File: config.mk
export PLATFORM = sky130hd
export DESIGN_NAME = lidar_frame_receiver_unit_flat
export DESIGN_NICKNAME = d
export VERILOG_FILES = /design/src/hw/rtl/lfr_pkg.sv /design/src/hw/rtl/lfr_if.sv /design/src/hw/rtl/lidar_frame_receiver_unit.sv /design/src/hw/rtl/lfr_in_stage.sv /design/src/hw/rtl/lfr_parser.sv /design/src/hw/rtl/lfr_out_reg.sv /design/src/flat_wrapper.sv
export SDC_FILE = /design/constraint.sdc
export NUM_CORES = 1
export LEC_CHECK = 0
export BUFFER_PORTS_ARGS = -buffer_cell sky130_fd_sc_hd__buf_2
export CORE_ASPECT_RATIO = 2
export CORE_MARGIN = 2
export CORE_UTILIZATION = 33
export DETAILED_ROUTE_END_ITERATION = 7
export SLEW_MARGIN = 0
export SYNTH_ARGS = -nofsm -noshare
export SYNTH_HDL_FRONTEND = slang
export SYNTH_SLANG_ARGS = --single-unit
File: constraint.sdc
create_clock -name clk -period 10.2 [get_ports clk]
set_input_delay 2.04 -clock clk [delete_from_list [all_inputs] [get_ports clk]]
set_output_delay 2.04 -clock clk [all_outputs]
set_load 0.01 [all_outputs]
File: src/hw/rtl/lfr_pkg.sv
`default_nettype none
package lfr_pkg;

  localparam logic [7:0] HDR_DATA = 8'h59;
  localparam logic [7:0] HDR_RESP = 8'h5A;

  localparam int DATA_BYTES         = 9;
  localparam int MIN_RESPONSE_BYTES = 3;

  // only frame bytes 2..7 are ever looked at once a frame closes
  localparam int STORE_LO = 2;
  localparam int STORE_HI = 7;
  localparam int ID_BYTE  = 2;
  localparam int WORD_LO  = 3;
  localparam int WORD_HI  = 6;

  typedef enum logic [1:0] {
    PH_HUNT,
    PH_LEN,
    PH_DATA,
    PH_RESP
  } lfr_phase_t;

  typedef struct packed {
    logic        checksum_ok;
    logic        is_response;
    logic [15:0] distance;
    logic [15:0] strength;
    logic [15:0] raw_temperature;
    logic [3:0]  response_length;
    logic [7:0]  response_id;
    logic [31:0] response_word;
  } lfr_result_t;

endpackage
`default_nettype wire

File: src/hw/rtl/lfr_if.sv
`default_nettype none
interface lfr_byte_if;
  logic       valid;
  logic       ready;
  logic [7:0] rx_byte;
  modport source (output valid, output rx_byte, input ready);
  modport sink   (input valid, input rx_byte, output ready);
endinterface

interface lfr_cfg_if;
  logic valid;
  logic ready;
  logic hunt_command;
  modport source (output valid, output hunt_command, input ready);
  modport sink   (input valid, input hunt_command, output ready);
endinterface

interface lfr_frame_if;
  logic        valid;
  logic        ready;
  logic        checksum_ok;
  logic        is_response;
  logic [15:0] distance;
  logic [15:0] strength;
  logic [15:0] raw_temperature;
  logic [3:0]  response_length;
  logic [7:0]  response_id;
  logic [31:0] response_word;
  modport source (output valid, output checksum_ok, output is_response, output distance,
                  output strength, output raw_temperature, output response_length,
                  output response_id, output response_word, input ready);
  modport sink   (input valid, input checksum_ok, input is_response, input distance,
                  input strength, input raw_temperature, input response_length,
                  input response_id, input response_word, output ready);
endinterface
`default_nettype wire

File: src/hw/rtl/lidar_frame_receiver_unit.sv
// A frame's closing byte is held in the input stage, then the parser assembles its result
//   combinationally, which is loaded into the result register when that register has room.
// Throughput: one byte beat per cycle while the result register is empty or draining;
//   the parser state update is the only loop.
// Reset (rst, synchronous, active high): hunting, counters and sum cleared,
//   hunt_command 0, no beats held. The byte store needs no clearing.
`default_nettype none
module lidar_frame_receiver_unit import lfr_pkg::*; #(
  parameter int MAX_RESPONSE_BYTES = 8
) (
  input  wire logic   clk,
  input  wire logic   rst,
  lfr_byte_if.sink    rx,
  lfr_cfg_if.sink     cfg,
  lfr_frame_if.source frame
);

  logic        stage_valid;
  logic [7:0]  stage_byte;
  logic        space;
  logic        step;
  logic        res_valid;
  lfr_result_t res;

  // register write is always taken; writes must only arrive while idle, which the block does not enforce
  assign cfg.ready = 1'b1;

  // a held byte moves into the parser once the result register has room,
  // whether or not this byte closes a frame
  assign step = stage_valid && space;

  lfr_in_stage u_in (
    .clk         (clk),
    .rst         (rst),
    .rx          (rx),
    .take        (step),
    .stage_valid (stage_valid),
    .stage_byte  (stage_byte)
  );

  // header hunt, length check, running sum and result assembly
  lfr_parser #(
    .MAX_RESPONSE_BYTES (MAX_RESPONSE_BYTES)
  ) u_parser (
    .clk       (clk),
    .rst       (rst),
    .step      (step),
    .rx_byte   (stage_byte),
    .cfg_we    (cfg.valid && cfg.ready),
    .cfg_hunt  (cfg.hunt_command),
    .res_valid (res_valid),
    .res       (res)
  );

  // result register: a finished frame waits here, and the parser stalls until the sink takes it
  lfr_out_reg u_out (
    .clk   (clk),
    .rst   (rst),
    .load  (step && res_valid),
    .res   (res),
    .space (space),
    .frame (frame)
  );

endmodule
`default_nettype wire

File: src/hw/rtl/lfr_in_stage.sv
`default_nettype none
module lfr_in_stage (
  input  wire logic  clk,
  input  wire logic  rst,
  lfr_byte_if.sink   rx,
  input  wire logic  take,
  output logic       stage_valid,
  output logic [7:0] stage_byte
);

  assign rx.ready = !stage_valid || take;

  always_ff @(posedge clk) begin
    if (rst) begin
      stage_valid <= 1'b0;
    end else if (rx.valid && rx.ready) begin
      stage_valid <= 1'b1;
    end else if (take) begin
      stage_valid <= 1'b0;
    end
  end

  always_ff @(posedge clk) begin
    if (rx.valid && rx.ready) begin
      stage_byte <= rx.rx_byte;
    end
  end

endmodule
`default_nettype wire

File: src/hw/rtl/lfr_parser.sv
`default_nettype none
module lfr_parser import lfr_pkg::*; #(
  parameter int MAX_RESPONSE_BYTES = 8
) (
  input  wire logic        clk,
  input  wire logic        rst,
  input  wire logic        step,
  input  wire logic [7:0]  rx_byte,
  input  wire logic        cfg_we,
  input  wire logic        cfg_hunt,
  output logic             res_valid,
  output lfr_result_t      res
);

  localparam int FRAME_MAX = (MAX_RESPONSE_BYTES > DATA_BYTES) ? MAX_RESPONSE_BYTES
                                                                : DATA_BYTES;
  localparam int IDX_W = $clog2(FRAME_MAX);
  localparam int LEN_W = $clog2(FRAME_MAX + 1);

  logic             hunt_command;
  lfr_phase_t       phase, phase_next;
  logic [IDX_W-1:0] byte_index, byte_index_next;
  logic [LEN_W-1:0] frame_length, frame_length_next;
  logic [7:0]       running_sum, running_sum_next;
  logic [7:0]       frame_bytes [STORE_LO:STORE_HI];

  logic [7:0]       view [STORE_LO:STORE_HI];
  logic             hdr_hit;
  logic             len_bad;
  logic             more;
  logic             store_we;
  logic [LEN_W:0]   idx_plus;

  // current byte bypasses the store: it may be the checksum byte itself
  always_comb begin
    for (int k = STORE_LO; k <= STORE_HI; k++) begin
      view[k] = (byte_index == IDX_W'(k)) ? rx_byte : frame_bytes[k];
    end
  end

  assign hdr_hit  = hunt_command ? (rx_byte == HDR_RESP) : (rx_byte == HDR_DATA);
  assign len_bad  = (rx_byte < 8'(MIN_RESPONSE_BYTES)) ||
                    (rx_byte > 8'(MAX_RESPONSE_BYTES));
  assign idx_plus = (LEN_W + 1)'(byte_index) + 1'b1;
  assign more     = idx_plus < {1'b0, frame_length};
  assign store_we = step && (phase == PH_DATA || phase == PH_RESP);

  always_comb begin
    logic [31:0] word;
    word              = '0;
    phase_next        = phase;
    byte_index_next   = byte_index;
    frame_length_next = frame_length;
    running_sum_next  = running_sum;
    res_valid         = 1'b0;
    res               = '0;
    if (step) begin
      case (phase)
        PH_HUNT: begin
          if (hdr_hit) begin
            running_sum_next = rx_byte;
            byte_index_next  = IDX_W'(1);
            if (hunt_command) begin
              frame_length_next = '0;
              phase_next        = PH_LEN;
            end else begin
              frame_length_next = LEN_W'(DATA_BYTES);
              phase_next        = PH_DATA;
            end
          end
        end
        PH_LEN: begin
          if (len_bad) begin
            res_valid       = 1'b1;
            res.is_response = 1'b1;
            phase_next      = PH_HUNT;
            byte_index_next = '0;
          end else begin
            running_sum_next  = running_sum + rx_byte;
            frame_length_next = rx_byte[LEN_W-1:0];
            byte_index_next   = IDX_W'(2);
            phase_next        = PH_RESP;
          end
        end
        PH_DATA, PH_RESP: begin
          if (more) begin
            running_sum_next = running_sum + rx_byte;
            byte_index_next  = byte_index + IDX_W'(1);
          end else begin
            res_valid       = 1'b1;
            res.checksum_ok = (rx_byte == running_sum);
            if (phase == PH_DATA) begin
              if (res.checksum_ok) begin
                res.distance        = {view[3], view[2]};
                res.strength        = {view[5], view[4]};
                res.raw_temperature = {view[7], view[6]};
              end
            end else begin
              res.is_response     = 1'b1;
              res.response_length = 4'(frame_length);
              res.response_id     = view[ID_BYTE];
              for (int k = WORD_LO; k <= WORD_HI; k++) begin
                word = {word[23:0],
                        ((LEN_W + 1)'(k) < {1'b0, frame_length}) ? view[k] : 8'h00};
              end
              res.response_word = word;
            end
            phase_next      = PH_HUNT;
            byte_index_next = '0;
          end
        end
        default: begin
          phase_next = PH_HUNT;
        end
      endcase
    end
  end

  always_ff @(posedge clk) begin
    if (rst) begin
      hunt_command <= 1'b0;
      phase        <= PH_HUNT;
      byte_index   <= '0;
      frame_length <= '0;
      running_sum  <= '0;
    end else begin
      if (cfg_we) begin
        hunt_command <= cfg_hunt;
      end
      phase        <= phase_next;
      byte_index   <= byte_index_next;
      frame_length <= frame_length_next;
      running_sum  <= running_sum_next;
    end
  end

  always_ff @(posedge clk) begin
    for (int k = STORE_LO; k <= STORE_HI; k++) begin
      if (store_we && byte_index == IDX_W'(k)) begin
        frame_bytes[k] <= rx_byte;
      end
    end
  end

  a_hunt_idx: assert property (@(posedge clk) disable iff (rst)
    phase == PH_HUNT |-> byte_index == '0)
    else $error("byte index not cleared while hunting");

  a_data_len: assert property (@(posedge clk) disable iff (rst)
    phase == PH_DATA |-> frame_length == LEN_W'(DATA_BYTES))
    else $error("data frame length lost");

  a_reject: assert property (@(posedge clk) disable iff (rst)
    step && phase == PH_LEN && len_bad |=> phase == PH_HUNT && byte_index == '0)
    else $error("rejected length did not return to hunt");

  a_fail_zero: assert property (@(posedge clk) disable iff (rst)
    res_valid && !res.is_response && !res.checksum_ok |->
      res.distance == '0 && res.strength == '0 && res.raw_temperature == '0)
    else $error("failed data frame carries measurements");

endmodule
`default_nettype wire

File: src/hw/rtl/lfr_out_reg.sv
`default_nettype none
module lfr_out_reg import lfr_pkg::*; (
  input  wire logic        clk,
  input  wire logic        rst,
  input  wire logic        load,
  input  wire lfr_result_t res,
  output logic             space,
  lfr_frame_if.source      frame
);

  lfr_result_t held;

  assign space = !frame.valid || frame.ready;

  always_ff @(posedge clk) begin
    if (rst) begin
      frame.valid <= 1'b0;
    end else if (load) begin
      frame.valid <= 1'b1;
    end else if (frame.ready) begin
      frame.valid <= 1'b0;
    end
  end

  always_ff @(posedge clk) begin
    if (load) begin
      held <= res;
    end
  end

  assign frame.checksum_ok     = held.checksum_ok;
  assign frame.is_response     = held.is_response;
  assign frame.distance        = held.distance;
  assign frame.strength        = held.strength;
  assign frame.raw_temperature = held.raw_temperature;
  assign frame.response_length = held.response_length;
  assign frame.response_id     = held.response_id;
  assign frame.response_word   = held.response_word;

endmodule
`default_nettype wire
File: src/flat_wrapper.sv
// flat-port wrapper written by rule: the top's interface ports become plain ports
module lidar_frame_receiver_unit_flat import lfr_pkg::*;
#(
  parameter int MAX_RESPONSE_BYTES = 8
)
  (clk, rst, rx_valid, rx_rx_byte, rx_ready, cfg_valid, cfg_hunt_command, cfg_ready, frame_valid, frame_checksum_ok, frame_is_response, frame_distance, frame_strength, frame_raw_temperature, frame_response_length, frame_response_id, frame_response_word, frame_ready);
  lfr_byte_if rx_i ();
  lfr_cfg_if cfg_i ();
  lfr_frame_if frame_i ();
  input  wire logic clk;
  input  wire logic rst;
  input wire logic [$bits(rx_i.valid)-1:0] rx_valid;
  input wire logic [$bits(rx_i.rx_byte)-1:0] rx_rx_byte;
  output wire logic [$bits(rx_i.ready)-1:0] rx_ready;
  input wire logic [$bits(cfg_i.valid)-1:0] cfg_valid;
  input wire logic [$bits(cfg_i.hunt_command)-1:0] cfg_hunt_command;
  output wire logic [$bits(cfg_i.ready)-1:0] cfg_ready;
  output wire logic [$bits(frame_i.valid)-1:0] frame_valid;
  output wire logic [$bits(frame_i.checksum_ok)-1:0] frame_checksum_ok;
  output wire logic [$bits(frame_i.is_response)-1:0] frame_is_response;
  output wire logic [$bits(frame_i.distance)-1:0] frame_distance;
  output wire logic [$bits(frame_i.strength)-1:0] frame_strength;
  output wire logic [$bits(frame_i.raw_temperature)-1:0] frame_raw_temperature;
  output wire logic [$bits(frame_i.response_length)-1:0] frame_response_length;
  output wire logic [$bits(frame_i.response_id)-1:0] frame_response_id;
  output wire logic [$bits(frame_i.response_word)-1:0] frame_response_word;
  input wire logic [$bits(frame_i.ready)-1:0] frame_ready;
  assign rx_i.valid = rx_valid;
  assign rx_i.rx_byte = rx_rx_byte;
  assign rx_ready = rx_i.ready;
  assign cfg_i.valid = cfg_valid;
  assign cfg_i.hunt_command = cfg_hunt_command;
  assign cfg_ready = cfg_i.ready;
  assign frame_valid = frame_i.valid;
  assign frame_checksum_ok = frame_i.checksum_ok;
  assign frame_is_response = frame_i.is_response;
  assign frame_distance = frame_i.distance;
  assign frame_strength = frame_i.strength;
  assign frame_raw_temperature = frame_i.raw_temperature;
  assign frame_response_length = frame_i.response_length;
  assign frame_response_id = frame_i.response_id;
  assign frame_response_word = frame_i.response_word;
  assign frame_i.ready = frame_ready;
  lidar_frame_receiver_unit #(.MAX_RESPONSE_BYTES(MAX_RESPONSE_BYTES)) u_core (.clk(clk), .rst(rst), .rx(rx_i), .cfg(cfg_i), .frame(frame_i));
endmodule
Word-level counts from Yosys, hierarchy flattened --
Memories as Yosys holds them, arrays and structs flattened. Index checks and enable logic that the tools add are counted.
Word-level totals: bits in registers 123, memory bits (writable) 48, input port bits 14, word-level logic and storage cells 160, memories kept 1
Memory list:
- u_core.u_parser.frame_bytes | words 6, bits a word 8, read ports 6, clocked after Yosys merged registers in 0, write ports 1, line lfr_parser.sv:25 | logic [7:0] frame_bytes [STORE_LO:STORE_HI];
Operators by class: $add $sub $neg 3, $lt $le $gt $ge 7, equality and inequality tests 16, mux-type cells 69, bitwise operators 8, reduce and logical (&&, ||, !) cells 37
Operator list (number):
- 8-bit two-way mux | 18
- 48-bit two-way mux | 2
- 93-bit two-way mux | 1
- 44-bit two-way mux | 1
- 8-bit OR reduction | 5
- 1-bit two-way mux | 26
- 5-bit OR reduction | 5
- 8-bit one-hot mux with 3 select lines | 1
- 4-bit two-way mux | 5
- 4-bit by 3-bit equality test with 1-bit output, second input constant | 4
- 8-bit by 7-bit equality test with 1-bit output, second input constant | 2
- 3-bit two-way mux | 5
- 3-bit by 4-bit less-than comparator with 1-bit output, first input constant | 3
- 4-bit one-hot mux with 3 select lines | 1
- 1-bit logical AND | 10
- 2-bit two-way mux | 5
- 8-bit adder | 1
- 4-bit by 2-bit equality test with 1-bit output, second input constant | 2
- 8-bit equality test | 1
- 8-bit by 4-bit > comparator with 1-bit output, second input constant | 1
- 8-bit by 2-bit less-than comparator with 1-bit output, second input constant | 1
- 2-bit inequality test, second input constant | 4
- 1-bit inverter | 8
- 4-bit one-hot mux with 2 select lines | 1
- 18 further kinds | 27

Depth between registers and ports, before layout --
word-level depth 13, depth in mapped cells 12, gate-level depth less buffers 9

Modules after synthesis --
A second synthesis with hierarchy kept.
Second synthesis, totals: cell total of the unflattened synthesis 544, area total of the unflattened synthesis 7189.4 um^2
Modules (own cells, without submodules):
- lfr_parser | instances 1, cells each 429, area each 4001.3 um^2
- lfr_out_reg | instances 1, cells each 98, area each 2869.0 um^2
- lfr_in_stage | instances 1, cells each 13, area each 295.3 um^2
- lidar_frame_receiver_unit | instances 1, cells each 4, area each 23.8 um^2

Worst setup path after synthesis --
Ideal clock, no wire load.
path type in2reg, start point in frame_ready, end point reg u_core.u_out.held (netlist bit u_core.u_out.frame.checksum_ok) (enable), library setup time 0.548 ns, arrival 6.196 ns, setup slack 3.457 ns, cell stages on the path 3, buffers on the path 0, path through nand2b_1 -> nand2_1 -> nor2_1
Between the ends: longest elaborated chain between the ends 4
RTL lines:
- start, declared | line flat_wrapper.sv:27 | input wire logic [$bits(frame_i.ready)-1:0] frame_ready;
- 1-bit logical OR (*) | line lfr_out_reg.sv:13 | assign space = !frame.valid || frame.ready;
- 1-bit logical AND (*) | line lidar_frame_receiver_unit.sv:30 | assign step = stage_valid && space;
- 1-bit two-way mux | line lfr_parser.sv:57 | if (step) begin
- 1-bit logical AND (*) | line lidar_frame_receiver_unit.sv:59 | .load (step && res_valid),
- named net u_core.u_out.load | line lfr_out_reg.sv:5 | input wire logic load,
- end signal, assigned | line lfr_out_reg.sv:27 | held <= res;
- end, declared | line lfr_out_reg.sv:11 | lfr_result_t held;
The timed path passes the listed nets; every way through them passes the cells marked *. A chain may end at the register's enable or synchronous reset.

Final worst setup path --
start point in frame_ready, end point out rx_ready
Between the ends: longest elaborated chain between the ends 3
RTL lines:
- 1-bit logical OR | line lfr_out_reg.sv:13
- 1-bit logical AND | line lidar_frame_receiver_unit.sv:30
- 1-bit logical OR | line lfr_in_stage.sv:11 | assign rx.ready = !stage_valid || take;
- end, declared | line flat_wrapper.sv:14 | output wire logic [$bits(rx_i.ready)-1:0] rx_ready;
Every way passes these cells.

==> results.md <==
- Slowest stage delay, CP: 0.17 ns
- Critical Path Most Common Cell: buf_2
- Most numerous cell in the Yosys netlist: edfxtp_1
- Root buffer cell: clkbuf_16
- Initial Utilization: 0.333
- Number of synthesized register bits: 171
- CP Launch Point: frame_ready
- R2R cell count: 9
- Post-cts sizing count: 0
- Routed len/inst: 17.1 um
- Peak VDD IR: 0.0879 mV
- Mapped Area: 7120 sq um
- Final RePlAce weighted congestion: 0.791
- Asr flop ratio synth: 0
- Clock Pin Slew Worst Setup and Hold Paths: 0.07 ns
- Sequential fraction of the synthesis area: 0.691
- Clock sinks: 171
- Post-synth top cells: 150 x edfxtp_1, 109 x nor2_1, 44 x mux2i_1, 27 x nand2_1, 25 x a21oi_1
- Congestion Overflow GR: 0
- DRC viols: 0
- N_diodes: 0
- Post-CTS Setup Bufs: 0
- CTS Buf Count: 17
- Fraction of layout cells with a size suffix above 1: 0.248
- Total GRT Usage: 0.142
- CP required: 8.16 ns
- Placed Instance Area: 7930 sq um
- Max Slew Vio Count: 0
- Crit Path Max Fanout: 3
- Critical Path End Type: primary output
- Via count: 4461
- Post-layout util: 0.398
- Final Hold Viols: 0
- Slew HR: 0.232
- Layout Nets: 668
- Max Cap Viol: 0
- Netlist cell types: 56
- Final cell count without fillers: 925
- CP Launch Type: primary input
- IO Pins: 111
- PwrDens: 169 nW/um^2
- Die width: 108 um
- Detailed router's first-iteration violation count: 217
- Final ANT Viol Nets: 0
- Mapped Nets: 563
- Leak: 3.39 nW
- CORE AREA: 21400 sq um
- Slowest cell on the critical path: nand3b_1
- Worst path cell trace: buf_2 > nand3b_1 > buf_2
- CTS tree: yes
- Worst-Skew Late Latency: 0.44 ns
- Largest net degree at the start of global routing: 95
- CTS hold repair buffers: 0
- Critical path capture point: rx_ready
- Min Tclk post-route: 4.52 ns
- Port Buf Inserts: 109
- Critical path arrival: 2.48 ns
- H-tree levels: 4
- Status: completed
- First drt pass iteration count: 4
- Initial antenna violation count: 0
- Final Cycle Share: 0.443
- Avg Inst Size Synth: 13.3 sq um
- Synth area leader: edfxtp_1
- HPWL Detailed: 11100 um
- Placement Rows: 76
- Synth Flop Type: edfxtp_1
- First-pass GRT wire length: 24000 um
- Max Clk Rate: 0.221 GHz
- Vias/cell: 4.82
- Dominant cells by area after synthesis: edfxtp_1 63%, mux2i_1 6.2%, dfxtp_1 5.9%
- RSZ-0062 raised after global routing: no
- Final setup skew: 0.00963 ns
- Final Power: 1.44 mW
- Final setup viols: 0
- Least-Margin Pin Slew: 1.15 ns
- Hold WC Path Type: reg2reg
- Number of global-route vias before repair: 4467
- Post-synth EDFFs: 150
- R2r endpoint: u_core.u_out.frame.raw_temperature[3]
- Setup total negative slack: 0 ns
- Die H: 212 um
- Die ar.: 22800 sq um
- Critical path class: in2out
- Yosys top cell area share: 0.632
- R2r setup slk: 6.69 ns
- Max clock buf depth: 2
- Ys Warns: 0
- Cell total after placement: 893
- Worst r2r src: u_core.u_parser.byte_index[0]
- Post-route cell area: 8520 sq um
- WL final: 15800 um
- Area grow syn2layout: 19.7%
- Mapped Cells: 534
[critical path, delay by kind of cell]
family	cells	cell delay, ns
simple gates	1	0.17
buf+inv	2	0.26
[metal layers]
metal | track usage | wire, um
met1 | 0.137 | 5480
met2 | 0.277 | 9210
met3 | 0.0274 | 618
met4 | 0.0698 | 485
met5 | 0 | 0
[cells in the final DEF, fill, tap and decap left out, types with 3 or more instances in the layout]
cell type,synthesis,final
edfxtp_1,150,150
buf_2,9,109
nor2_1,109,108
mux2i_1,44,44
nand2_1,27,27
a21oi_1,25,25
dfxtp_1,21,21
clkbuf_16,0,17
nand3_1,15,15
ha_1,14,14
inv_1,10,10
o21ai_0,9,9
nor2b_1,7,7
nor3_1,7,7
buf_4,1,7
a311oi_1,5,5
nor3b_1,4,4
and3_1,4,4
a211oi_1,4,4
clkinv_4,0,4
nor4_1,3,3
and2_1,3,3
xnor2_1,3,3
or3_1,3,3
clkinvlp_4,0,3
[stage by stage]
step	setup WS [ns]	hold WS [ns]
after floorplan	3.46	0.450
after global placement	5.69	0.468
after detailed placement	5.69	0.484
after CTS	5.68	0.494
after global routing	5.63	0.542
final	5.68	0.499
[state kept, by name, indices dropped and copies added (netlist names), 8 cells and up]
| register | count |
|---|---|
| u_core.u_in.stage_byte | 8 |
| u_core.u_out.frame.strength | 16 |
| u_core.u_out.frame.raw_temperature | 16 |
| u_core.u_out.frame.response_id | 8 |
| u_core.u_parser.frame_bytes | 48 |
| u_core.u_parser.running_sum | 8 |
| u_core.u_out.frame.response_word | 32 |
| u_core.u_out.frame.distance | 16 |
[final cells by class]
| class | count | area (sq um) |
|---|---|---|
| sequential | 171 | 4920 |
| timing repair buffer | 116 | 598 |
| inverter | 10 | 37.5 |
| clock inverter | 15 | 168 |
| tap | 273 | 342 |
| multi-input combinational | 323 | 2030 |
| clock buffer | 17 | 425 |
| fill | 2046 | 12900 |
[power breakdown]
part	leakage, nW	internal [mW]	switching [mW]
Combinational	1.42	0.0113	0.0202
Clock	0.284	0.365	0.277
Sequential	1.69	0.759	0.00959
[how the worst min path moves through the flow]
stage / start / endpoint / slack, ns / cells past startpoint
after floorplan: u_core.u_parser.frame_length[1] / u_core.u_parser.frame_length[1] / 0.45 / 2
after global placement: u_core.u_parser.frame_length[1] / u_core.u_parser.frame_length[1] / 0.47 / 2
after detailed placement: u_core.u_parser.frame_length[1] / u_core.u_parser.frame_length[1] / 0.48 / 2
after CTS: u_core.u_parser.frame_length[1] / u_core.u_parser.frame_length[1] / 0.49 / 2
after global routing: u_core.u_parser.frame_length[1] / u_core.u_parser.frame_length[1] / 0.54 / 2
final: u_core.u_parser.frame_length[1] / u_core.u_parser.frame_length[1] / 0.50 / 2
[cells by family (layout without fill, tap and decap cells)]
| logic type | count (synthesis) | after routing | synth area share |
|---|---|---|---|
| AND/OR/NAND/NOR | 193 | 193 | 0.123 |
| flip-flops | 171 | 171 | 0.691 |
| AO/OA/AOI/OAI | 63 | 63 | 0.0604 |
| multiplexers | 46 | 46 | 0.0655 |
| buffers and inverters | 40 | 158 | 0.0253 |
| adder cells (fa/ha/maj) | 15 | 15 | 0.0274 |
| XOR/XNOR | 5 | 5 | 0.00615 |
| other | 1 | 1 | 0.000526 |
No activity file was read; power rests on OpenSTA's default activity.
